$ cat src/ranked_sorted_list_assert.svh
// ----------------------------------------------------------------------------
// ranked sorted list assertion macros
// shared concurrent assertion forms, clocked and reset-qualified
// ----------------------------------------------------------------------------
`ifndef RANKED_SORTED_LIST_ASSERT_SVH
`define RANKED_SORTED_LIST_ASSERT_SVH

// consequent must hold in the same cycle as the antecedent
`define RSL_ASSERT_SAME(label, clk, rst_n, ante, cons) \
    label: assert property (@(posedge clk) disable iff (!(rst_n)) (ante) |-> (cons)) \
        else $error("ranked sorted list: same-cycle check failed");

// consequent must hold in the cycle after the antecedent
`define RSL_ASSERT_NEXT(label, clk, rst_n, ante, cons) \
    label: assert property (@(posedge clk) disable iff (!(rst_n)) (ante) |=> (cons)) \
        else $error("ranked sorted list: next-cycle check failed");

`endif

$ cat src/rsl_rank_enc.sv
// ----------------------------------------------------------------------------
// rsl_rank_enc
// turns the one-hot landing flags of the chain into a binary rank
// ----------------------------------------------------------------------------
`default_nettype none

module rsl_rank_enc #(
    parameter int CAPACITY = 1024,
    parameter int POS_BITS = 10
) (
    input  wire logic [CAPACITY-1:0] i_onehot,
    output logic [POS_BITS-1:0]      o_index
);

    always_comb begin
        o_index = '0;
        for (int i = 0; i < CAPACITY; i++) begin
            if (i_onehot[i]) begin
                o_index = o_index | POS_BITS'(i);
            end
        end
    end

endmodule

`default_nettype wire

$ cat config.mk
export PLATFORM = sky130hd
export DESIGN_NAME = rsl_rank_enc
export DESIGN_NICKNAME = d
export VERILOG_FILES = /design/src/ranked_sorted_list_assert.svh /design/src/rsl_rank_enc.sv
export SDC_FILE = /design/constraint.sdc
export NUM_CORES = 1
export LEC_CHECK = 0
export BUFFER_PORTS_ARGS = -buffer_cell sky130_fd_sc_hd__buf_2
export CAP_MARGIN = 40
export CORE_AREA = 2 2 397 399
export DETAILED_ROUTE_END_ITERATION = 6
export DIE_AREA = 0 0 399 401
export PLACE_DENSITY = 0.3
export SLEW_MARGIN = 20
export SYNTH_ARGS = -nofsm -noshare
export SYNTH_HDL_FRONTEND = slang
export SYNTH_SLANG_ARGS = --single-unit
$ cat constraint.sdc
create_clock -name vclk -period 3.89
set_clock_uncertainty 0.1 [all_clocks]
set_input_delay 0.1945 -clock vclk [all_inputs]
set_output_delay 0.1945 -clock vclk [all_outputs]
set_load 0.02 [all_outputs]
Word-level counts from Yosys, hierarchy flattened

Index checks and enable logic that the tools add are counted.

Input port bits: 1024
Register bits after elaboration: 0
Output and inout port bits: 10
Logic and storage cells: 1023

Muxes and demuxes: 1023

Operator list:

| operator          | count |
|---|---|
| 10-bit 2-to-1 mux | 512 |
| 9-bit 2-to-1 mux  | 256 |
| 8-bit 2-to-1 mux  | 128 |
| 7-bit 2-to-1 mux  | 64 |
| 6-bit 2-to-1 mux  | 32 |
| 5-bit 2-to-1 mux  | 16 |
| 4-bit 2-to-1 mux  | 8 |
| 3-bit 2-to-1 mux  | 4 |
| 2-bit 2-to-1 mux  | 2 |
| 1-bit 2-to-1 mux  | 1 |

Depth between registers and ports, before layout

Depth in word-level cells: 1023
Gate-level depth with buffers: 5
Mapped depth without buffers: 5

Worst setup path before layout

OpenSTA, ideal clock, no wires.

Kind: input port to output port
Start: input port i_onehot[936]
End: output port o_index[9]
Required time: 3.595 ns
Arrival time: 1.773 ns
Slack: 1.823 ns
Buffers on the path: 0
Stages: 4
Cell sequence: or4_1 > nor4_1 > nand4_1 > or4_1

Cells in the longest elaborated chain, start to end: 88

RTL lines:

| what                             | RTL line           | source |
|---|---|---|
| start, declared                  | rsl_rank_enc.sv:11 | `input wire logic [CAPACITY-1:0] i_onehot,` |
| 10-bit 2-to-1 mux (88 in series) | rsl_rank_enc.sv:18 | `if (i_onehot[i]) begin` |
| end, declared                    | rsl_rank_enc.sv:12 | `output logic [POS_BITS-1:0] o_index` |

Every way passes these cells.

Worst setup path after layout

Start: input port i_onehot[984]
End: output port o_index[9]

Cells in the longest elaborated chain, start to end: 40

RTL lines:

| what                             | RTL line |
|---|---|
| 10-bit 2-to-1 mux (40 in series) | rsl_rank_enc.sv:18 |

Every way passes these cells.

==> results_dict.tcl <==
set metrics [dict create \
    status "finished clean" \
    crit_path_end_kind "output pin" \
    final-seq-area_sq_um 0 \
    antenna_found_initial 192 \
    postCtsResizedCells 0 \
    boundaryPins 1034 \
    postLayoutSetupSlackWorst_ns 0.400 \
    multi_input_area_sq_um 5620 \
    postCtsHoldBufs 0 \
    cts_setup_buffers 0 \
    core_area_sq_um 156000 \
    drtAntennaViolNets 0 \
    drt_iter0_drc 1746 \
    die_x_um 399 \
    place_hpwl_um 203000 \
    seq_area_frac_synth_pct 0 \
    setup_violations 0 \
    layout_commonest_cell "buf_2" \
    rsz0062_at_grt "no" \
    final_cells 4266 \
    place_inst 4213 \
    start_kind "primary input" \
    crit_arrival_ns 3.20 \
    grt_util_all_layers_pct 25.0 \
    cp_cell_sequence "buf_2, nor4_1, nand4_1, buf_4, nor3_1, buf_4, nand4_1, or4_1, buf_2" \
    min_period_ns 3.49 \
    grt_pass1_vias 17023 \
    drv_cap 0 \
    crit_buf_inv 4 \
    nFlopsAndLatches 0 \
    timing.fmax_mhz 287 \
    num-nets-final 3181 \
    ir_drop_v 0.0000367 \
    avgSynthCellArea_sq_um 6.20 \
    drive_gt1_share_pct 65.6 \
    synthToLayoutAreaGrowth_pct 203 \
    wl_um 210000 \
    gr-usage-met2_pct 45.2 \
    path_max_fanout 2 \
    remaining_drc_errors 0 \
    grt_pass1_wl_um 245000 \
    grt_max_degree 5 \
    finalHoldViolCount 0 \
    grtUsageMet1_pct 29.7 \
    wire_per_inst_um 49.2 \
    fp.dieH_um 401 \
    place_congestion 0.983 \
    grt_most_used_layer "met2" \
    required_ns 3.60 \
    synth_area_sq_um 5170 \
    vias_per_cell 3.96 \
    clkbuf_count 0 \
    slowest_stage "nor4_1" \
    powerDensity_nw_per_um2 102 \
    drt-pass1-iter-count 5 \
    timing.setup.tns_ns 0 \
    worstMarginPinSlew_ns 0.986 \
    path_class "in -> out" \
    met3_usage_pct 5.14 \
    crit_family "simple AND/OR/NAND/NOR gates" \
    dr_total_vias 16892 \
    port_buffers 1033 \
    syn_nets 1858 \
    layout_common_cells "buf_2, nor4_1, buf_4, nand4_1, nor4_2" \
    hp-class "in -> out" \
    initial_core_util_pct 3.32 \
    dp_slack_ns 0.466 \
    p_leak_nw 5.97 \
    slew_headroom_pct 33.7 \
    rows 145 \
    postSynthCellCount 834 \
    max_stage_delay_ns 0.67 \
    dieArea_sq_um 160000 \
    min_period_over_period_pct 89.7 \
    drv_slew 0 \
    n_fill_cell 18660 \
    ys_types 17 \
    synth.yosys.warnings 0 \
    overflow 0 \
]
==> per-stage QoR <==
step                hold WS [ns]  instance area, sq um  utilization, %  power, mW
floorplan                  0.572                  5170               -      0.116
global placement           0.962                 15300            9.85       1.59
detailed placement         0.947                 15500            9.98       1.60
finish                     0.898                 15700            10.1       1.60
CTS                        0.961                 15500            9.98       1.60
global route               0.994                 15600            10.0       1.62
==> routing by layer <==
layer  part of all wire (%)  vias up  routed length [um]
met3                    6.9      352               14500
met2                     50     1234              105000
li1                       -     6736                   -
met1                     39     8454               82300
met4                    3.5      116                7390
met5                   0.36        -                 760
==> cell usage after synthesis <==
library cell	number	share of area (%)
nor4_1	502	61
nand4_1	162	20
nor2_1	38	2.8
nand2_1	28	2.0
nor3_1	25	2.4
nand3_1	21	2.0
nor4_2	18	4.4
or4_1	18	2.6
or3_1	7	0.85
and4_1	4	0.68
nand4_2	3	0.73
nand4b_1	3	0.51
and3_1	1	0.12
nand2b_1	1	0.12
nor2_2	1	0.12
nor3_2	1	0.19
nor4bb_1	1	0.19
==> logic make-up after synthesis <==
logic type       share of synthesized area, %
AND/OR/NAND/NOR                           100
==> worst min-delay path: stages <==
cell     delay, ns
buf_2         0.08
nor4_1        0.06
nand4_1       0.09
or4_1         0.10
buf_2         0.26
==> final cells by class <==
cell class	count	share of cell area (%)
Multi-Input combinational cell	834	35.9
Antenna cell	53	0.846
Tap cell	2058	16.4
Timing Repair Buffer	1321	46.9
==> power by group <==
group / switching, mW / internal [mW]
Combinational: 1.07 / 0.524
Clock: 0 / 0.00000122
Sequential: 0 / 0
Total: 1.07 / 0.524
==> path summary, 6_finish.rpt <==
check,from,slack [ns],depth (start not counted),endpoint
max,i_onehot[984],0.40,9,o_index[9]
min,i_onehot[1],0.90,5,o_index[0]
(Power assumes the default switching activity.)
