==> config.mk <==
export PLATFORM = sky130hd
export DESIGN_NAME = rsl_cell
export DESIGN_NICKNAME = d
export VERILOG_FILES = /design/src/ranked_sorted_list_assert.svh /design/src/rsl_pkg.sv /design/src/rsl_cell.sv
export SDC_FILE = /design/constraint.sdc
export NUM_CORES = 1
export LEC_CHECK = 0
export ABC_CLOCK_PERIOD_IN_PS = 5350
export BUFFER_PORTS_ARGS = -buffer_cell sky130_fd_sc_hd__buf_2
export CELL_PAD_IN_SITES_DETAIL_PLACEMENT = 0
export CELL_PAD_IN_SITES_GLOBAL_PLACEMENT = 2
export CORE_UTILIZATION = 22
export CTS_CLUSTER_DIAMETER = 50
export DETAILED_ROUTE_END_ITERATION = 6
export PLACE_DENSITY_LB_ADDON = 0.08
export SLEW_MARGIN = 20
export SYNTH_ARGS = -nofsm -noshare
export SYNTH_HDL_FRONTEND = slang
export SYNTH_SLANG_ARGS = --single-unit
==> constraint.sdc <==
create_clock -name i_clk -period 5.35 [get_ports i_clk]
set_input_delay 0.2675 -clock i_clk [delete_from_list [all_inputs] [get_ports i_clk]]
set_output_delay 0.2675 -clock i_clk [all_outputs]
set_load 0.01 [all_outputs]
==> src/ranked_sorted_list_assert.svh <==
// ----------------------------------------------------------------------------
// ranked sorted list assertion macros
// shared concurrent assertion forms, clocked and reset-qualified
// ----------------------------------------------------------------------------
`ifndef RANKED_SORTED_LIST_ASSERT_SVH
`define RANKED_SORTED_LIST_ASSERT_SVH

// consequent must hold in the same cycle as the antecedent
`define RSL_ASSERT_SAME(label, clk, rst_n, ante, cons) \
    label: assert property (@(posedge clk) disable iff (!(rst_n)) (ante) |-> (cons)) \
        else $error("ranked sorted list: same-cycle check failed");

// consequent must hold in the cycle after the antecedent
`define RSL_ASSERT_NEXT(label, clk, rst_n, ante, cons) \
    label: assert property (@(posedge clk) disable iff (!(rst_n)) (ante) |=> (cons)) \
        else $error("ranked sorted list: next-cycle check failed");

`endif

==> src/rsl_pkg.sv <==
// ----------------------------------------------------------------------------
// rsl_pkg
// shared types and codes of the ranked sorted list
// ----------------------------------------------------------------------------
`default_nettype none

package rsl_pkg;

    // command codes
    localparam logic CMD_INSERT = 1'b0;
    localparam logic CMD_DELETE = 1'b1;

    // status codes
    localparam logic [1:0] STAT_INSERTED = 2'd0;
    localparam logic [1:0] STAT_DELETED  = 2'd1;
    localparam logic [1:0] STAT_FULL     = 2'd2;
    localparam logic [1:0] STAT_RANGE    = 2'd3;

    typedef enum logic {
        S_IDLE,
        S_REPORT
    } t_state;

    // broadcast control from the sequencer to every cell
    typedef struct packed {
        logic ins_en;
        logic del_en;
    } t_cell_ctrl;

endpackage

`default_nettype wire

==> src/rsl_cell.sv <==
// ----------------------------------------------------------------------------
// rsl_cell
// one slot of the sorted chain: holds a key, compares, shifts with neighbours
// ----------------------------------------------------------------------------
`default_nettype none

module rsl_cell #(
    parameter int INDEX    = 0,
    parameter int KEY_BITS = 31,
    parameter int POS_BITS = 10
) (
    input  wire logic                  i_clk,
    input  wire logic                  i_rst_n,
    input  wire rsl_pkg::t_cell_ctrl   i_ctrl,
    input  wire logic [KEY_BITS-1:0]   i_key,
    input  wire logic [POS_BITS-1:0]   i_position,
    input  wire logic [KEY_BITS-1:0]   i_prev_key,
    input  wire logic                  i_prev_valid,
    input  wire logic                  i_prev_ge,
    input  wire logic [KEY_BITS-1:0]   i_next_key,
    input  wire logic                  i_next_valid,
    output logic [KEY_BITS-1:0]        o_key,
    output logic                       o_valid,
    output logic                       o_ge,
    output logic                       o_bound
);

    localparam logic [POS_BITS-1:0] IDX = POS_BITS'(INDEX);

    logic [KEY_BITS-1:0] r_key;
    logic [KEY_BITS-1:0] n_key;
    logic                r_valid;
    logic                n_valid;
    logic                r_bound;
    logic                n_bound;
    logic                w_ge;

    // stored key ranks at or ahead of the broadcast key
    assign w_ge = r_valid && (r_key >= i_key);

    always_comb begin
        n_key   = r_key;
        n_valid = r_valid;
        n_bound = r_bound;
        if (i_ctrl.ins_en) begin
            n_bound = i_prev_ge && !w_ge;
            if (!w_ge) begin
                if (i_prev_ge) begin
                    n_key   = i_key;
                    n_valid = 1'b1;
                end else begin
                    n_key   = i_prev_key;
                    n_valid = i_prev_valid;
                end
            end
        end else if (i_ctrl.del_en && (IDX >= i_position)) begin
            n_key   = i_next_key;
            n_valid = i_next_valid;
        end
    end

    always_ff @(posedge i_clk) begin
        if (!i_rst_n) begin
            r_valid <= 1'b0;
            r_bound <= 1'b0;
        end else begin
            r_valid <= n_valid;
            r_bound <= n_bound;
        end
    end

    always_ff @(posedge i_clk) begin
        r_key <= n_key;
    end

    assign o_key   = r_key;
    assign o_valid = r_valid;
    assign o_ge    = w_ge;
    assign o_bound = r_bound;

endmodule

`default_nettype wire

# [Yosys cells after proc, flatten, opt, wreduce, memory -nomap -nowiden]
# Index checks and enable logic that the tools add are counted.
[totals] register_bits=33 input_bits=110 out_inout_bits=34 elab_cells=20
[op_classes] magnitude_cmp=2 n_eq_ne=1 n_mux=8 n_reduce_logical=6
[op_table] op="$mux 31" n=4
[op_table] op="$ge 31x31->1" n=1
[op_table] op="$ge 1x10->1 const A" n=1
[op_table] op="$mux 1" n=4
[op_table] op="$logic_and 1x1->1" n=3
[op_table] op="$ne 2x2->1 const B" n=1
[op_table] op="$reduce_and 2->1" n=1
[op_table] op="$reduce_bool 2->1" n=1
[op_table] op="$logic_not 1->1" n=1

# [Longest topological paths before layout]
[depth] word_depth=4 mapped_depth=7 mapped_depth_nobuf=7

# [Worst setup path after synthesis]
# No wires, ideal clock.
[synth_timing] path_type="reg2reg" start="register r_key[10] (netlist: o_key[10])" end="register r_key[0] (netlist: o_key[0]) (enable)" setup_time_ns=0.506 arrival_time_ns=4.657 t_required_ns=4.844 setup_slack_ns=0.187 path_stages_with_launch=7 path_buffers=0 synth_period_minus_slack_ns=5.163 path_cell_list="edfxtp_1 > ha_1 > a21oi_1 > o21ai_1 > a221oi_2 > a21oi_1 > o41ai_1"
[synth_via] elab_chain_len=4
[synth_rtl] element="from (decl)" line="rsl_cell.sv:30" source="logic [KEY_BITS-1:0] r_key;"
[synth_rtl] element="from (signal assigned)" line="rsl_cell.sv:73" source="r_key <= n_key;"
[synth_rtl] element="$ge 31x31->1" line="rsl_cell.sv:39" source="assign w_ge = r_valid && (r_key >= i_key);"
[synth_rtl] element="$logic_and 1x1->1" line="rsl_cell.sv:39"
[synth_rtl] element="$ne 2x2->1 (no line)"
[synth_rtl] element="$reduce_and 2->1 (no line)"
# No other way between the ends.
# A chain may end at the register's enable or synchronous reset.

# [Worst setup path in the final report]
[layout_timing] start="register r_key[10] (netlist: o_key[10])" end="register r_key[18] (netlist: o_key[18]) (enable)"
# Same word-level chain as after synthesis.

==> impl_metrics.tcl <==
set metrics [dict create \
    p_per_area_mw_per_mm2 248.0 \
    setup_violations 0 \
    grt_pass1_wl_um 11450 \
    wl_um 7489 \
    drtAntennaViolNets 0 \
    clk_latency_ps 280 \
    fillers 1207 \
    synthTopCellsByArea "edfxtp_1 (36%), ha_1 (15%), mux2i_1 (12%), a21oi_1 (8.4%), nor2_1 (5.3%)" \
    synth_top_cell_by_area "edfxtp_1" \
    dp_hpwl_um 6138 \
    vias 2380 \
    drc 0 \
    htree_levels 2 \
    cts.sinks 33 \
    period_needed_ps 2492 \
    fp.dieW_um 109.8 \
    internal_power_uw 613.1 \
    wl_per_cell_um 13.57 \
    slew_violations 0 \
    place_congestion 0.7051 \
    startpoint "o_key[10]" \
    switchingPower_uw 271.0 \
    cts_resized 0 \
    multi_input_area_mm2 0.001414 \
    drive_gt1_frac 0.3859 \
    gr-total-overflow 0 \
    hold_start "i_rst_n" \
    postCtsSetupBuffers 0 \
    period_share 0.4657 \
    io_buffer_count 143 \
    ys_seq_area_frac 0.3798 \
    cts_made_buffers 5 \
    cts_tree "built" \
    synth_edf_count 31 \
    seqCellArea_um2 970.9 \
    r2r_cells 7 \
    status "finished, final reports clean" \
    drt_first_pass_iters 4 \
    clock_power_share 0.318 \
    slew_headroom 0.3183 \
    critPathKind "reg -> reg" \
    crit_fanout 18 \
    syn_nets 410 \
    cpMaxStageDelayCell "edfxtp_1" \
    hold_viol 0 \
    timing.rr.start "o_key[10]" \
    switching_share 0.3065 \
    fin_skew_ps 7.620 \
    ys_types 34 \
    crit_arrival_ps 2450 \
    die_area_mm2 0.01205 \
    cp_common_cell "a21oi_1" \
    r2r_end "o_key[18]" \
    cts_hold_buf 0 \
    tns_ps 0 \
    worstMarginPinSlew_ps 1023 \
    p_comb_frac 0.292 \
    async_reset_ff_frac 0 \
    crit_end "o_key[18]" \
    grt.total_usage 0.1252 \
    max_cap_violations 0 \
    cp-start-kind "register" \
    synthFlopType "edfxtp_1" \
    antenna_found_initial 0 \
    final_util 0.3218 \
    ctsLongestPathBuffers 2 \
    grt_max_degree 36 \
    ys_seq_elements 33 \
    crit_required_ps 5300 \
    drt_iter0_drc 52 \
    path_cells "ha_1 -> a21oi_1 -> o21ai_1 -> a221oi_2 -> a21oi_1 -> o41ai_2 -> buf_4" \
    root_buffer "clkbuf_16" \
    grt_pass1_vias 2342 \
    io_pins 144 \
    max_freq_mhz 401.3 \
    reg2reg_slack_ps 2860 \
    holdCritPathClass "in -> reg" \
    synthCells 269 \
    synth.avg_cell_area_um2 9.503 \
    nNetsFinal 552 \
    yosys-top-cells-count "a21oi_1 (43), nor2_1 (36), inv_1 (33)" \
    yosysWarnings 0 \
    vias_per_cell 4.312 \
    synth_area_mm2 0.002556 \
    diodes 0 \
    endpoint_kind "register" \
    clkTransAtPathRegs_ps 60 \
    slowest_delay_ps 390 \
    area_growth_pct 39.45 \
    yosysMostFrequentCell "a21oi_1" \
    ir_worst_vdd_mv 0.1029 \
    initial_utilization 0.2307 \
    seqPwrFrac 0.390 \
    core.rowCount 38 \
    coreArea_mm2 0.01108 \
    power.leakage_uw 0.001779 \
    rsz0062_at_grt "no" \
    fp.dieH_um 109.8 \
    synth_top_area_frac 0.3642 \
]
[through the flow]
step	total power [uW]	area [um2]	worst slack [ps]	hold WS, ps	cells
2_1_floorplan	494.5	2556	187.2	370.7	269
3_3_place_gp	615.0	3422	2840	521.1	544
3_5_place_dp	614.3	3422	2803	504.8	544
4_1_cts	905.5	3565	2794	209.2	552
5_1_grt	946.1	3565	2565	230.1	552
6_report	884.1	3565	2858	218.2	552
[power by group through the flow]
stage / sequential [uW] / combinational (uW) / clock (uW)
6_report: 344 / 258 / 281
2_1_floorplan: 367 / 127 / 0
3_5_place_dp: 351 / 264 / 0
3_3_place_gp: 349 / 266 / 0
4_1_cts: 345 / 266 / 294
5_1_grt: 348 / 295 / 302
[worst min-delay path by stage]
stage | depth (start not counted) | slack (ps) | endpoint
floorplan | 2 | 370 | o_bound
global placement | 3 | 520 | o_bound
detailed placement | 3 | 500 | o_bound
CTS | 3 | 210 | o_bound
global route | 3 | 230 | o_bound
finish | 3 | 220 | o_bound
[kinds of logic (layout without fill, tap and decap cells)]
group                    after synthesis  count (layout)  synth area share
AO/OA/AOI/OAI                         63              63            0.1444
adder cells (fa/ha/maj)               31              31            0.1517
AND/OR/NAND/NOR                       67              67            0.1327
flip-flops                            33              33            0.3798
buffers and inverters                 44             187           0.06999
multiplexers                          31              31            0.1214
[state kept, by name, summed over array words and instances (netlist names)]
register and count:
o_bound 1, o_key 31, o_valid 1
[layer usage]
metal | wire [um] | track usage
met5 | 0 | 0
met4 | 77 | 0.03429
met3 | 524 | 0.03379
met2 | 3515 | 0.2112
met1 | 3372 | 0.1560
[area by class of cell]
| class | instances | area share |
|---|---|---|
| multi-input cells | 192 | 0.3966 |
| inverters | 33 | 0.03475 |
| clock buffers | 5 | 0.03510 |
| clock inverters | 3 | 0.004914 |
| repair buffers | 146 | 0.2071 |
| flip-flops and latches | 33 | 0.2724 |
| well taps | 140 | 0.04914 |
[worst max-delay path: cells and delay by family, from the launching register on]
family / cells / cell delay [ps]
compound gates: 5 / 1110
flops: 1 / 390
buf+inv: 1 / 340
fa+ha+maj: 1 / 320
[placed cells by master, fill, tap and decap left out, types with 2 or more instances in the layout]
cell	synthesis	final
a21oi_1	43	43
nand4_1	6	6
o31a_1	2	2
nor3_1	2	2
buf_2	4	143
ha_1	31	31
dfxtp_1	2	2
clkbuf_16	0	5
and4_1	2	2
inv_1	33	33
nor2_1	36	36
buf_4	0	3
nand2_1	11	11
a31oi_1	2	2
mux2i_1	31	31
clkinv_2	0	2
edfxtp_1	31	31
o21ai_0	4	4
a211oi_1	2	2
nand3_1	4	4
Power figures use the tool's default switching activity.
